File: config.mk
export PLATFORM = sky130hd
export DESIGN_NAME = canonical_huffman_bit_decoder_flat
export DESIGN_NICKNAME = d
export VERILOG_FILES = /design/src/rtl/core/chbd_pkg.sv /design/src/rtl/core/chbd_in_if.sv /design/src/rtl/core/chbd_out_if.sv /design/src/rtl/core/chbd_ctrl.sv /design/src/rtl/core/chbd_dp.sv /design/src/rtl/core/canonical_huffman_bit_decoder.sv /design/src/flat_wrapper.sv
export SDC_FILE = /design/constraint.sdc
export NUM_CORES = 2
export LEC_CHECK = 0
export BUFFER_PORTS_ARGS = -buffer_cell sky130_fd_sc_hd__buf_4
export CAP_MARGIN = 10
export CELL_PAD_IN_SITES_DETAIL_PLACEMENT = 1
export CELL_PAD_IN_SITES_GLOBAL_PLACEMENT = 1
export CORE_MARGIN = 1.5
export CORE_UTILIZATION = 56
export DETAILED_ROUTE_END_ITERATION = 6
export PLACE_DENSITY_LB_ADDON = 0.1
export SLEW_MARGIN = 40
export SYNTH_ARGS = -nofsm -noshare
export SYNTH_HDL_FRONTEND = slang
export SYNTH_SLANG_ARGS = --single-unit
File: constraint.sdc
create_clock -name i_clk -period 8.33 [get_ports i_clk]
set_input_delay 0.833 -clock i_clk [delete_from_list [all_inputs] [get_ports i_clk]]
set_output_delay 0.833 -clock i_clk [all_outputs]
set_load 0.05 [all_outputs]
File: src/rtl/core/chbd_pkg.sv
// shared types and constants of the canonical huffman bit decoder
package chbd_pkg;

    localparam int MAX_CODE_LENGTH = 16;
    localparam int MAX_SYMBOLS     = 256;
    localparam int LEVELS          = 16;

    localparam int OP_W       = 3;
    localparam int LEVEL_W    = 4;
    localparam int COUNT_W    = 8;
    localparam int SYM_W      = 8;
    localparam int STATUS_W   = 2;
    localparam int ADDR_W     = 8;
    localparam int LOADED_W   = 9;
    localparam int CODE_W     = 16;
    localparam int LEN_W      = 5;
    localparam int FIRST_W    = 17;
    localparam int OFFSET_W   = 9;
    localparam int BCODE_W    = 19;
    localparam int BOFF_W     = 12;
    localparam int STORE_DEPTH = 256;

    localparam logic [BCODE_W-1:0] BCODE_MAX = BCODE_W'(18'h3FFFF);

    typedef enum logic [OP_W-1:0] {
        OP_START     = 3'd0,
        OP_SET_COUNT = 3'd1,
        OP_APPEND    = 3'd2,
        OP_FINISH    = 3'd3,
        OP_DECODE    = 3'd4
    } t_op;

    typedef enum logic [STATUS_W-1:0] {
        ST_OK        = 2'd0,
        ST_NO_CODE   = 2'd1,
        ST_BAD_TABLE = 2'd2
    } t_status;

    typedef enum logic [1:0] {
        S_IDLE,
        S_BUILD,
        S_RESP
    } t_state;

    typedef struct packed {
        logic take;
        logic build_step;
        logic load_out;
    } t_dp_cmd;

    typedef struct packed {
        logic is_finish;
        logic build_last;
        logic out_free;
    } t_dp_stat;

endpackage

File: src/rtl/core/chbd_in_if.sv
// input word channel of the huffman decoder
interface chbd_in_if;
    logic                          valid;
    logic                          ready;
    logic [chbd_pkg::OP_W-1:0]     op;
    logic [chbd_pkg::LEVEL_W-1:0]  level;
    logic [chbd_pkg::COUNT_W-1:0]  code_count;
    logic [chbd_pkg::SYM_W-1:0]    symbol_in;
    logic                          bit_in;

    modport source (output valid, output op, output level, output code_count,
                    output symbol_in, output bit_in, input ready);
    modport sink (input valid, input op, input level, input code_count,
                  input symbol_in, input bit_in, output ready);
endinterface

File: src/rtl/core/chbd_out_if.sv
// result word channel of the huffman decoder
interface chbd_out_if;
    logic                          valid;
    logic                          ready;
    logic [chbd_pkg::SYM_W-1:0]    symbol_out;
    logic                          symbol_done;
    logic [chbd_pkg::STATUS_W-1:0] status;

    modport source (output valid, output symbol_out, output symbol_done,
                    output status, input ready);
    modport sink (input valid, input symbol_out, input symbol_done,
                  input status, output ready);
endinterface

File: src/rtl/core/chbd_ctrl.sv
// controller state machine of the huffman decoder
module chbd_ctrl (
    input  logic               i_clk,
    input  logic               i_rst_n,
    input  logic               i_in_valid,
    output logic               o_in_ready,
    input  chbd_pkg::t_dp_stat i_stat,
    output chbd_pkg::t_dp_cmd  o_cmd
);
    import chbd_pkg::*;

    t_state r_state;
    t_state n_state;
    logic   take;

    assign take = i_in_valid && o_in_ready;

    always_ff @(posedge i_clk) begin
        if (!i_rst_n) begin
            r_state <= S_IDLE;
        end else begin
            r_state <= n_state;
        end
    end

    // next state
    always_comb begin
        n_state = r_state;
        case (r_state)
            S_IDLE: begin
                if (take) begin
                    n_state = i_stat.is_finish ? S_BUILD : S_RESP;
                end
            end
            S_BUILD: begin
                if (i_stat.build_last) begin
                    n_state = S_RESP;
                end
            end
            S_RESP: begin
                if (i_stat.out_free) begin
                    if (take) begin
                        n_state = i_stat.is_finish ? S_BUILD : S_RESP;
                    end else begin
                        n_state = S_IDLE;
                    end
                end
            end
            default: n_state = S_IDLE;
        endcase
    end

    // outputs
    always_comb begin
        o_in_ready       = 1'b0;
        o_cmd.build_step = 1'b0;
        o_cmd.load_out   = 1'b0;
        case (r_state)
            S_IDLE: begin
                o_in_ready = 1'b1;
            end
            S_BUILD: begin
                o_cmd.build_step = 1'b1;
            end
            S_RESP: begin
                o_in_ready     = i_stat.out_free;
                o_cmd.load_out = i_stat.out_free;
            end
            default: ;
        endcase
        o_cmd.take = take;
    end

    a_build_runs: assert property (@(posedge i_clk) disable iff (!i_rst_n)
        (r_state == S_BUILD) && !i_stat.build_last |=> r_state == S_BUILD)
        else $error("build walk left early");

    a_no_take_in_build: assert property (@(posedge i_clk) disable iff (!i_rst_n)
        r_state == S_BUILD |-> !o_in_ready)
        else $error("input taken during build walk");

    a_state_legal: assert property (@(posedge i_clk) disable iff (!i_rst_n)
        (r_state == S_IDLE) || (r_state == S_BUILD) || (r_state == S_RESP))
        else $error("illegal controller state");

endmodule

File: src/rtl/core/chbd_dp.sv
// table storage, canonical build and bit decode datapath
module chbd_dp (
    input  logic                          i_clk,
    input  logic                          i_rst_n,
    input  chbd_pkg::t_dp_cmd             i_cmd,
    output chbd_pkg::t_dp_stat            o_stat,
    input  logic [chbd_pkg::OP_W-1:0]     i_op,
    input  logic [chbd_pkg::LEVEL_W-1:0]  i_level,
    input  logic [chbd_pkg::COUNT_W-1:0]  i_code_count,
    input  logic [chbd_pkg::SYM_W-1:0]    i_symbol_in,
    input  logic                          i_bit_in,
    output logic                          o_out_valid,
    input  logic                          i_out_ready,
    output logic [chbd_pkg::SYM_W-1:0]    o_symbol_out,
    output logic                          o_symbol_done,
    output logic [chbd_pkg::STATUS_W-1:0] o_status
);
    import chbd_pkg::*;

    // table
    logic [COUNT_W-1:0]  r_level_counts [LEVELS];
    logic [FIRST_W-1:0]  r_first_codes [LEVELS];
    logic [OFFSET_W-1:0] r_symbol_offsets [LEVELS];
    logic [SYM_W-1:0]    mem_store [STORE_DEPTH];
    logic [LOADED_W-1:0] r_symbols_loaded;
    logic                r_symbols_overflow;
    logic                r_table_valid;
    logic [LEN_W-1:0]    r_deepest_length;
    logic [CODE_W-1:0]   r_last_code;

    // decode position
    logic [CODE_W-1:0]   r_prefix_code;
    logic [LEN_W-1:0]    r_prefix_length;

    // build walk
    logic [LEVEL_W-1:0]  r_build_idx;
    logic [BCODE_W-1:0]  r_build_code;
    logic [BOFF_W-1:0]   r_build_offset;
    logic                r_build_good;

    // pending and output words
    logic [SYM_W-1:0]    r_rd_data;
    logic                r_pend_done;
    t_status             r_pend_status;
    logic                n_pend_done;
    t_status             n_pend_status;
    logic                r_out_valid;
    logic [SYM_W-1:0]    r_out_sym;
    logic                r_out_done;
    t_status             r_out_status;

    logic [LEVEL_W-1:0]  rd_idx;
    logic [COUNT_W-1:0]  rd_count;

    logic [LEN_W-1:0]    dec_len;
    logic [CODE_W-1:0]   dec_code;
    logic [FIRST_W-1:0]  dec_first;
    logic [FIRST_W-1:0]  dec_diff;
    logic                dec_hit;
    logic [ADDR_W-1:0]   dec_addr;
    logic [LEN_W-1:0]    dec_shift;
    logic [CODE_W-1:0]   dec_limit;
    logic                dec_extend;

    logic [LEN_W-1:0]    b_len;
    logic [BCODE_W-1:0]  b_sum;
    logic [BCODE_W-1:0]  b_limit;
    logic [BCODE_W:0]    b_dbl;
    logic [BCODE_W-1:0]  b_next;
    logic [BOFF_W-1:0]   b_off_next;
    logic                b_good;
    logic                b_final;
    logic                store_room;

    // one read port on the count table, shared by build and decode
    assign rd_idx   = i_cmd.build_step ? r_build_idx : r_prefix_length[LEVEL_W-1:0];
    assign rd_count = r_level_counts[rd_idx];

    always_comb begin
        dec_len    = r_prefix_length + LEN_W'(1);
        dec_code   = {r_prefix_code[CODE_W-2:0], i_bit_in};
        dec_first  = r_first_codes[rd_idx];
        dec_diff   = {1'b0, dec_code} - dec_first;
        dec_hit    = (dec_len <= LEN_W'(LEVELS)) && ({1'b0, dec_code} >= dec_first)
                     && (dec_diff < FIRST_W'(rd_count));
        dec_addr   = r_symbol_offsets[rd_idx][ADDR_W-1:0] + dec_diff[ADDR_W-1:0];
        dec_shift  = r_deepest_length - dec_len;
        dec_limit  = r_last_code >> dec_shift;
        dec_extend = (dec_len < r_deepest_length) && (dec_len < LEN_W'(LEVELS))
                     && (dec_code <= dec_limit);
    end

    always_comb begin
        b_len      = {1'b0, r_build_idx} + LEN_W'(1);
        b_sum      = (b_len <= LEN_W'(MAX_CODE_LENGTH))
                     ? r_build_code + BCODE_W'(rd_count) : r_build_code;
        b_limit    = BCODE_W'(1) << b_len;
        b_dbl      = {b_sum, 1'b0};
        b_next     = (b_dbl > {1'b0, BCODE_MAX}) ? BCODE_MAX : b_dbl[BCODE_W-1:0];
        b_off_next = r_build_offset + BOFF_W'(rd_count);
        b_good     = r_build_good && !(b_sum > b_limit);
        b_final    = b_good && (b_off_next == BOFF_W'(r_symbols_loaded))
                     && !r_symbols_overflow;
        store_room = r_symbols_loaded < LOADED_W'(MAX_SYMBOLS);
    end

    // result of the word being taken
    always_comb begin
        n_pend_done   = 1'b0;
        n_pend_status = ST_OK;
        if (t_op'(i_op) == OP_DECODE) begin
            if (!r_table_valid) begin
                n_pend_status = ST_BAD_TABLE;
            end else if (dec_hit) begin
                n_pend_done = 1'b1;
            end else if (!dec_extend) begin
                n_pend_status = ST_NO_CODE;
            end
        end
    end

    // control state
    always_ff @(posedge i_clk) begin
        if (!i_rst_n) begin
            for (int i = 0; i < LEVELS; i++) begin
                r_level_counts[i] <= '0;
            end
            r_symbols_loaded   <= '0;
            r_symbols_overflow <= 1'b0;
            r_table_valid      <= 1'b0;
            r_deepest_length   <= '0;
            r_last_code        <= '0;
            r_prefix_code      <= '0;
            r_prefix_length    <= '0;
            r_build_idx        <= '0;
            r_build_code       <= '0;
            r_build_offset     <= '0;
            r_build_good       <= 1'b0;
            r_out_valid        <= 1'b0;
        end else begin
            if (i_cmd.take) begin
                case (t_op'(i_op))
                    OP_START: begin
                        for (int i = 0; i < LEVELS; i++) begin
                            r_level_counts[i] <= '0;
                        end
                        r_symbols_loaded   <= '0;
                        r_symbols_overflow <= 1'b0;
                        r_table_valid      <= 1'b0;
                        r_prefix_code      <= '0;
                        r_prefix_length    <= '0;
                    end
                    OP_SET_COUNT: begin
                        if ({1'b0, i_level} < LEN_W'(MAX_CODE_LENGTH)) begin
                            r_level_counts[i_level] <= i_code_count;
                            r_table_valid           <= 1'b0;
                            r_prefix_code           <= '0;
                            r_prefix_length         <= '0;
                        end
                    end
                    OP_APPEND: begin
                        if (store_room) begin
                            r_symbols_loaded <= r_symbols_loaded + LOADED_W'(1);
                        end else begin
                            r_symbols_overflow <= 1'b1;
                        end
                        r_table_valid   <= 1'b0;
                        r_prefix_code   <= '0;
                        r_prefix_length <= '0;
                    end
                    OP_FINISH: begin
                        r_table_valid    <= 1'b0;
                        r_prefix_code    <= '0;
                        r_prefix_length  <= '0;
                        r_deepest_length <= '0;
                        r_last_code      <= '0;
                        r_build_idx      <= '0;
                        r_build_code     <= '0;
                        r_build_offset   <= '0;
                        r_build_good     <= 1'b1;
                    end
                    OP_DECODE: begin
                        if (r_table_valid && !dec_hit && dec_extend) begin
                            r_prefix_code   <= dec_code;
                            r_prefix_length <= dec_len;
                        end else begin
                            r_prefix_code   <= '0;
                            r_prefix_length <= '0;
                        end
                    end
                    default: ;
                endcase
            end
            if (i_cmd.build_step) begin
                if (rd_count != '0) begin
                    r_deepest_length <= b_len;
                    r_last_code      <= b_sum[CODE_W-1:0] - CODE_W'(1);
                end
                r_build_idx    <= r_build_idx + LEVEL_W'(1);
                r_build_code   <= b_next;
                r_build_offset <= b_off_next;
                r_build_good   <= b_good;
                if (o_stat.build_last) begin
                    r_table_valid <= b_final;
                end
            end
            if (i_cmd.load_out) begin
                r_out_valid <= 1'b1;
            end else if (i_out_ready) begin
                r_out_valid <= 1'b0;
            end
        end
    end

    // symbol store, registered read
    always_ff @(posedge i_clk) begin
        if (i_cmd.take && (t_op'(i_op) == OP_APPEND) && store_room) begin
            mem_store[r_symbols_loaded[ADDR_W-1:0]] <= i_symbol_in;
        end
        if (i_cmd.take && (t_op'(i_op) == OP_DECODE)) begin
            r_rd_data <= mem_store[dec_addr];
        end
    end

    // built table and result words
    always_ff @(posedge i_clk) begin
        if (i_cmd.build_step) begin
            r_first_codes[r_build_idx]    <= r_build_code[FIRST_W-1:0];
            r_symbol_offsets[r_build_idx] <= r_build_offset[OFFSET_W-1:0];
            if (o_stat.build_last) begin
                r_pend_status <= b_final ? ST_OK : ST_BAD_TABLE;
            end
        end else if (i_cmd.take) begin
            r_pend_done   <= n_pend_done;
            r_pend_status <= n_pend_status;
        end
        if (i_cmd.load_out) begin
            r_out_sym    <= r_pend_done ? r_rd_data : '0;
            r_out_done   <= r_pend_done;
            r_out_status <= r_pend_status;
        end
    end

    assign o_stat.is_finish  = t_op'(i_op) == OP_FINISH;
    assign o_stat.build_last = r_build_idx == LEVEL_W'(LEVELS - 1);
    assign o_stat.out_free   = !r_out_valid || i_out_ready;

    assign o_out_valid   = r_out_valid;
    assign o_symbol_out  = r_out_sym;
    assign o_symbol_done = r_out_done;
    assign o_status      = r_out_status;

    a_prefix_bound: assert property (@(posedge i_clk) disable iff (!i_rst_n)
        r_prefix_length != '0 |-> r_table_valid && (r_prefix_length < r_deepest_length))
        else $error("prefix deeper than the table");

    a_loaded_bound: assert property (@(posedge i_clk) disable iff (!i_rst_n)
        r_symbols_loaded <= LOADED_W'(MAX_SYMBOLS))
        else $error("symbol count past store size");

    a_finish_clears: assert property (@(posedge i_clk) disable iff (!i_rst_n)
        i_cmd.take && o_stat.is_finish |=> !r_table_valid && (r_prefix_length == '0))
        else $error("table valid during build");

endmodule

File: src/rtl/core/canonical_huffman_bit_decoder.sv
// top level of the canonical huffman bit decoder
// canonical (jpeg-style) huffman decoder with a table loaded word by word:
// start clears the counts, set level count and append symbol fill the table,
// finish builds the canonical first codes and flags a bad table, and each
// decode word shifts one stream bit into the prefix and returns a symbol,
// a no-code error, a table error, or no symbol while the prefix grows.
// every input word gives one result word. rate: start, set level count,
// append symbol and decode words are taken one per cycle as long as
// results are drained; a result, with its symbol store read, waits in the
// pending registers until the output register is free. a finish word is
// accepted, then the build adder walks the sixteen levels, taking no input.
// a single input word is still taken while a result waits at the output.
module canonical_huffman_bit_decoder (
    input  logic       i_clk,
    input  logic       i_rst_n,
    chbd_in_if.sink    i_item,
    chbd_out_if.source o_result
);
    import chbd_pkg::*;

    t_dp_cmd  dp_cmd;
    t_dp_stat dp_stat;

    // sequencer: accept, build walk, result hand-off
    chbd_ctrl u_ctrl (
        .i_clk      (i_clk),
        .i_rst_n    (i_rst_n),
        .i_in_valid (i_item.valid),
        .o_in_ready (i_item.ready),
        .i_stat     (dp_stat),
        .o_cmd      (dp_cmd)
    );

    // table, build arithmetic, decode compare and output register
    chbd_dp u_dp (
        .i_clk         (i_clk),
        .i_rst_n       (i_rst_n),
        .i_cmd         (dp_cmd),
        .o_stat        (dp_stat),
        .i_op          (i_item.op),
        .i_level       (i_item.level),
        .i_code_count  (i_item.code_count),
        .i_symbol_in   (i_item.symbol_in),
        .i_bit_in      (i_item.bit_in),
        .o_out_valid   (o_result.valid),
        .i_out_ready   (o_result.ready),
        .o_symbol_out  (o_result.symbol_out),
        .o_symbol_done (o_result.symbol_done),
        .o_status      (o_result.status)
    );

endmodule

File: src/flat_wrapper.sv
// flat-port wrapper written by rule: the top's interface ports become plain ports
module canonical_huffman_bit_decoder_flat import chbd_pkg::*;
  (i_clk, i_rst_n, i_item_valid, i_item_op, i_item_level, i_item_code_count, i_item_symbol_in, i_item_bit_in, i_item_ready, o_result_valid, o_result_symbol_out, o_result_symbol_done, o_result_status, o_result_ready);
  chbd_in_if i_item_i ();
  chbd_out_if o_result_i ();
  input  logic i_clk;
  input  logic i_rst_n;
  input wire logic [$bits(i_item_i.valid)-1:0] i_item_valid;
  input wire logic [$bits(i_item_i.op)-1:0] i_item_op;
  input wire logic [$bits(i_item_i.level)-1:0] i_item_level;
  input wire logic [$bits(i_item_i.code_count)-1:0] i_item_code_count;
  input wire logic [$bits(i_item_i.symbol_in)-1:0] i_item_symbol_in;
  input wire logic [$bits(i_item_i.bit_in)-1:0] i_item_bit_in;
  output wire logic [$bits(i_item_i.ready)-1:0] i_item_ready;
  output wire logic [$bits(o_result_i.valid)-1:0] o_result_valid;
  output wire logic [$bits(o_result_i.symbol_out)-1:0] o_result_symbol_out;
  output wire logic [$bits(o_result_i.symbol_done)-1:0] o_result_symbol_done;
  output wire logic [$bits(o_result_i.status)-1:0] o_result_status;
  input wire logic [$bits(o_result_i.ready)-1:0] o_result_ready;
  assign i_item_i.valid = i_item_valid;
  assign i_item_i.op = i_item_op;
  assign i_item_i.level = i_item_level;
  assign i_item_i.code_count = i_item_code_count;
  assign i_item_i.symbol_in = i_item_symbol_in;
  assign i_item_i.bit_in = i_item_bit_in;
  assign i_item_ready = i_item_i.ready;
  assign o_result_valid = o_result_i.valid;
  assign o_result_symbol_out = o_result_i.symbol_out;
  assign o_result_symbol_done = o_result_i.symbol_done;
  assign o_result_status = o_result_i.status;
  assign o_result_i.ready = o_result_ready;
  canonical_huffman_bit_decoder u_core (.i_clk(i_clk), .i_rst_n(i_rst_n), .i_item(i_item_i), .o_result(o_result_i));
endmodule
==> flow_summary.rst <==
.. list-table::
   :header-rows: 1

   * - Metric
     - Value
   * - Run status
     - complete, no violations
   * - Core box area
     - 0.195 mm2
   * - Die area
     - 0.198 mm2
   * - Fillers
     - 15900
   * - Time the worst path needs with I/O delays and setup
     - 7.97 ns
   * - Post-detailed-placement cell area
     - 0.114 mm2
   * - Setup violation total in the final timing report
     - 0
   * - Number of instances in the placed design
     - 7993
   * - Number of max-slew violations in the final report
     - 0
   * - Combined area of the multi-input logic cells
     - 0.0289 mm2
   * - Multiplexer area fraction after synthesis
     - approximately 17%
   * - DIE HEIGHT
     - 445 um
   * - Arr. time, crit path
     - around 8.6 ns
   * - Ys Warns
     - 0
   * - Kind of start point of the critical path
     - flop
   * - Width of the die
     - 445 um
   * - Worst min-delay path category
     - in -> reg
   * - Wire length of the first global-routing pass
     - 417 mm
   * - Root buffer cell
     - sky130_fd_sc_hd__clkbuf_16
   * - Number of buffers inserted by hold repair at cts
     - 0
   * - Synth Register Bits
     - roughly 2700
   * - Clock edge transition at the registers on the reported setup and hold paths
     - 0.06 ns
   * - Final wirelength
     - approximately 290 mm
   * - Number of endpoints with negative hold slack in the final report
     - 0
   * - Unrepaired setup endpoints after global routing
     - false
   * - Clock tree from TritonCTS
     - yes
   * - Xor and xnor area share after synthesis
     - 0.549%
   * - Worst rel slew slack
     - roughly two fifths
   * - Postcts setup bufs
     - 0
   * - Count of buffers inserted at the top-level ports
     - 40
   * - Via-to-Cell Ratio
     - 6.61
   * - Largest net degree at the start of global routing
     - 154
   * - Cell area after technology mapping
     - ~0.11 mm2
   * - Slew of the pin with the lowest slew margin
     - 0.883 ns
   * - Number of non-filler instances in the completed layout
     - ~8500
   * - Share of post-route cells with drive strength above 1
     - around a quarter
   * - Design Area, Final
     - 0.123 mm2
   * - Number of different library cells in the post-synthesis netlist
     - slightly below 80
   * - Drt initial violations
     - 6239
   * - Net count of the mapped netlist
     - 5727
   * - Number of enable-type register cells in the synthesized netlist
     - about 2600
   * - Power share of the clock group
     - around 43%
   * - FF/Latch Area
     - roughly 0.08 mm2
   * - Later-pin clock latency in the skew report
     - ~0.95 ns
   * - Post-DP HPWL
     - 173 mm
   * - Peak fanout along the critical path
     - 78
   * - VDD IR max
     - approximately 0.24 mV
   * - WP data required
     - about 9 ns
   * - Synth Area in Compound Gates
     - 2.50%
   * - Average routed wire per standard cell
     - around 34 um
   * - Switching Power
     - about 6.2 mW
   * - Ratio of final minimum period to clock period
     - 95.6%
   * - DRT antenna net count
     - 0
   * - DRT Pass-1 Iters
     - 5
   * - Post-synthesis async set-or-reset flop share
     - 0%
   * - Net Sw Frac
     - 21.2%
   * - Initial antenna violation count
     - 6
   * - Placer Congestion
     - 0.868
   * - Remaining DRCs
     - 0
   * - Synthesized area per cell
     - 19.5 um2
   * - Via count of the first global-routing pass
     - between 50000 and 60000
   * - Number of buffers created by CTS
     - about 290
   * - Count of cells resized by post-cts repair
     - 0
   * - Initial core utilization
     - 56.2%
   * - Clock sink count
     - 2689
   * - Number of rows in the core area
     - approximately 160
   * - Share of the yosys chip area belonging to registers
     - 73.0%
   * - Internal portion of total power
     - ~23 mW
   * - Power share of the sequential group
     - around half
   * - Number of maximum-capacitance constraint violations
     - 0
   * - Number of nets at the end of the flow
     - 5877
   * - Worst Setup End Kind
     - flop
   * - Layout overhead on the synthesized area
     - 12.3%
   * - Adder-cell share of the synthesized area
     - 1.21%
   * - Worst clock skew on the final layout
     - 0.0571 ns
   * - Comb pwr share
     - 5.8%
   * - Gr ovfl total
     - 0
   * - Vias
     - roughly 56000
   * - H-Tree Level Count
     - 5
   * - Power Total
     - 29.0 mW
   * - Gate Count Post-Synth
     - between 5000 and 6000
   * - Total negative setup slack
     - 0 ns
   * - GRT Total Usage
     - slightly below 30%
   * - Leakage dissipation
     - roughly 39 nW
   * - Maximum frequency from static timing analysis
     - 126 MHz
   * - Power per standard cell area
     - 236 mW/mm2
   * - Simple-gate portion of the synthesized area
     - approximately 4.8%
   * - Largest family of logic cells by synthesized area
     - multiplexers
   * - Crit path kind
     - reg -> reg
   * - Boundary Pins
     - 41
   * - Maximum buffer depth of the clock tree
     - 4
   * - Leading register cell type out of synthesis
     - sky130_fd_sc_hd__edfxtp_1
cells by family after synthesis:
family | Yosys count
flip-flops | 2689
buffers and inverters | 360
XOR/XNOR | 67
multiplexers | 841
adder cells (fa/ha/maj) | 103
AND/OR/NAND/NOR | 1125
AO/OA/AOI/OAI | 412
worst paths after layout:
| path | cells after the start | startpoint | to | slack (ns) |
|---|---|---|---|---|
| hold reg to reg | 2 | u_core.u_dp.r_last_code[5] | u_core.u_dp.r_last_code[5] | 0.48 |
| setup reg to reg | 17 | u_core.u_ctrl.r_state[1] | u_core.u_dp.r_rd_data[2] | 0.36 |
| setup / recovery | 17 | u_core.u_ctrl.r_state[1] | u_core.u_dp.r_rd_data[2] | 0.36 |
| hold / removal | 2 | i_item_bit_in | u_core.u_dp.r_prefix_code[0] | 0.21 |
power by group through the flow:
stage	Combinational, mW	Clock, mW	Sequential (mW)
after global routing	1.78	13.0	14.8
after CTS	1.70	12.6	14.9
after detailed placement	1.69	0	15.1
after floorplan	0.984	0	15.1
final	1.69	12.4	14.9
after global placement	1.65	0	15.1
Yosys cell counts (23+ instances only):
| master | number | area [um2] |
|---|---|---|
| sky130_fd_sc_hd__a21oi_1 | 100 | 500 |
| sky130_fd_sc_hd__nor2_1 | 396 | 1490 |
| sky130_fd_sc_hd__xor2_1 | 23 | 201 |
| sky130_fd_sc_hd__nand3_1 | 99 | 495 |
| sky130_fd_sc_hd__edfxtp_1 | 2598 | 78000 |
| sky130_fd_sc_hd__ha_1 | 97 | 1210 |
| sky130_fd_sc_hd__and2_1 | 185 | 1160 |
| sky130_fd_sc_hd__clkbuf_1 | 198 | 743 |
| sky130_fd_sc_hd__buf_1 | 75 | 282 |
| sky130_fd_sc_hd__mux4_2 | 779 | 17500 |
| sky130_fd_sc_hd__and3_1 | 33 | 206 |
| sky130_fd_sc_hd__o21ai_0 | 89 | 445 |
| sky130_fd_sc_hd__nand2_1 | 266 | 998 |
| sky130_fd_sc_hd__xnor2_1 | 43 | 377 |
| sky130_fd_sc_hd__inv_1 | 60 | 225 |
| sky130_fd_sc_hd__a31oi_1 | 32 | 200 |
| sky130_fd_sc_hd__mux2i_1 | 55 | 551 |
| sky130_fd_sc_hd__nor3_1 | 25 | 125 |
| sky130_fd_sc_hd__nor2b_1 | 28 | 175 |
| sky130_fd_sc_hd__dfxtp_1 | 91 | 1820 |
| sky130_fd_sc_hd__a211oi_1 | 36 | 270 |
routing by layer:
layer	track usage (%)	share of wire [%]	up-vias
met4	7.73	2.6	0
met2	47.2	49	2358
met1	42.4	41	30200
li1	-	-	23200
met3	4.24	7.2	483
met5	0	0	-
sequential cells by signal, indices dropped and copies added, names as in the netlist, 8 cells and up:
| signal | flops |
|---|---|
| u_core.u_dp.mem_store | 2048 |
| u_core.u_dp.o_symbol_out | 8 |
| u_core.u_dp.r_build_code | 19 |
| u_core.u_dp.r_build_offset | 12 |
| u_core.u_dp.r_first_codes | 272 |
| u_core.u_dp.r_last_code | 16 |
| u_core.u_dp.r_level_counts | 128 |
| u_core.u_dp.r_prefix_code | 15 |
| u_core.u_dp.r_rd_data | 8 |
| u_core.u_dp.r_symbol_offsets | 128 |
| u_core.u_dp.r_symbols_loaded | 9 |
worst max-delay path: stages (launching register included):
cell	delay, ns
sky130_fd_sc_hd__dfxtp_1	0.49
sky130_fd_sc_hd__nand2b_4	0.39
sky130_fd_sc_hd__mux2i_4	0.64
sky130_fd_sc_hd__mux4_2	0.39
sky130_fd_sc_hd__and2_0	0.18
sky130_fd_sc_hd__a211oi_1	0.26
sky130_fd_sc_hd__a31oi_1	0.11
sky130_fd_sc_hd__ha_1	0.26
sky130_fd_sc_hd__inv_1	0.08
sky130_fd_sc_hd__fa_1	0.51
sky130_fd_sc_hd__fa_4	1.12
sky130_fd_sc_hd__buf_4	0.40
sky130_fd_sc_hd__buf_12	0.40
sky130_fd_sc_hd__mux4_2	0.40
sky130_fd_sc_hd__mux4_2	0.55
sky130_fd_sc_hd__mux4_2	0.51
sky130_fd_sc_hd__a211oi_1	0.75
sky130_fd_sc_hd__a21oi_1	0.07
cell type report:
cell class,instances,share of cell area [%]
Sequential cell,2689,65.0
Multi-Input combinational cell,2548,23.6
Clock buffer,350,6.22
Tap cell,2542,2.59
Timing Repair Buffer,156,1.33
Clock inverter,148,1.10
Inverter,61,0.190
Antenna cell,8,0.0163
layout by cell type, fill, tap and decap left out, drive strengths merged, types with 36 or more instances in the layout:
cell type / instances
a211oi: 36
a21oi: 100
and2: 188
buf: 156
clkbuf: 350
clkinv: 104
dfxtp: 91
edfxtp: 2598
ha: 97
inv: 65
mux2i: 56
mux4: 779
nand2: 266
nand3: 99
nor2: 396
o21ai: 90
xnor2: 43
through the flow:
step	hold WS, ns	worst slack, ns	utilization (%)
global route	0.187	0.253	63.1
floorplan	0.400	1.10	-
CTS	0.142	0.411	63.0
finish	0.207	0.363	63.1
global placement	0.466	0.420	58.1
detailed placement	0.477	0.462	58.4
(Power assumes the default switching activity.)
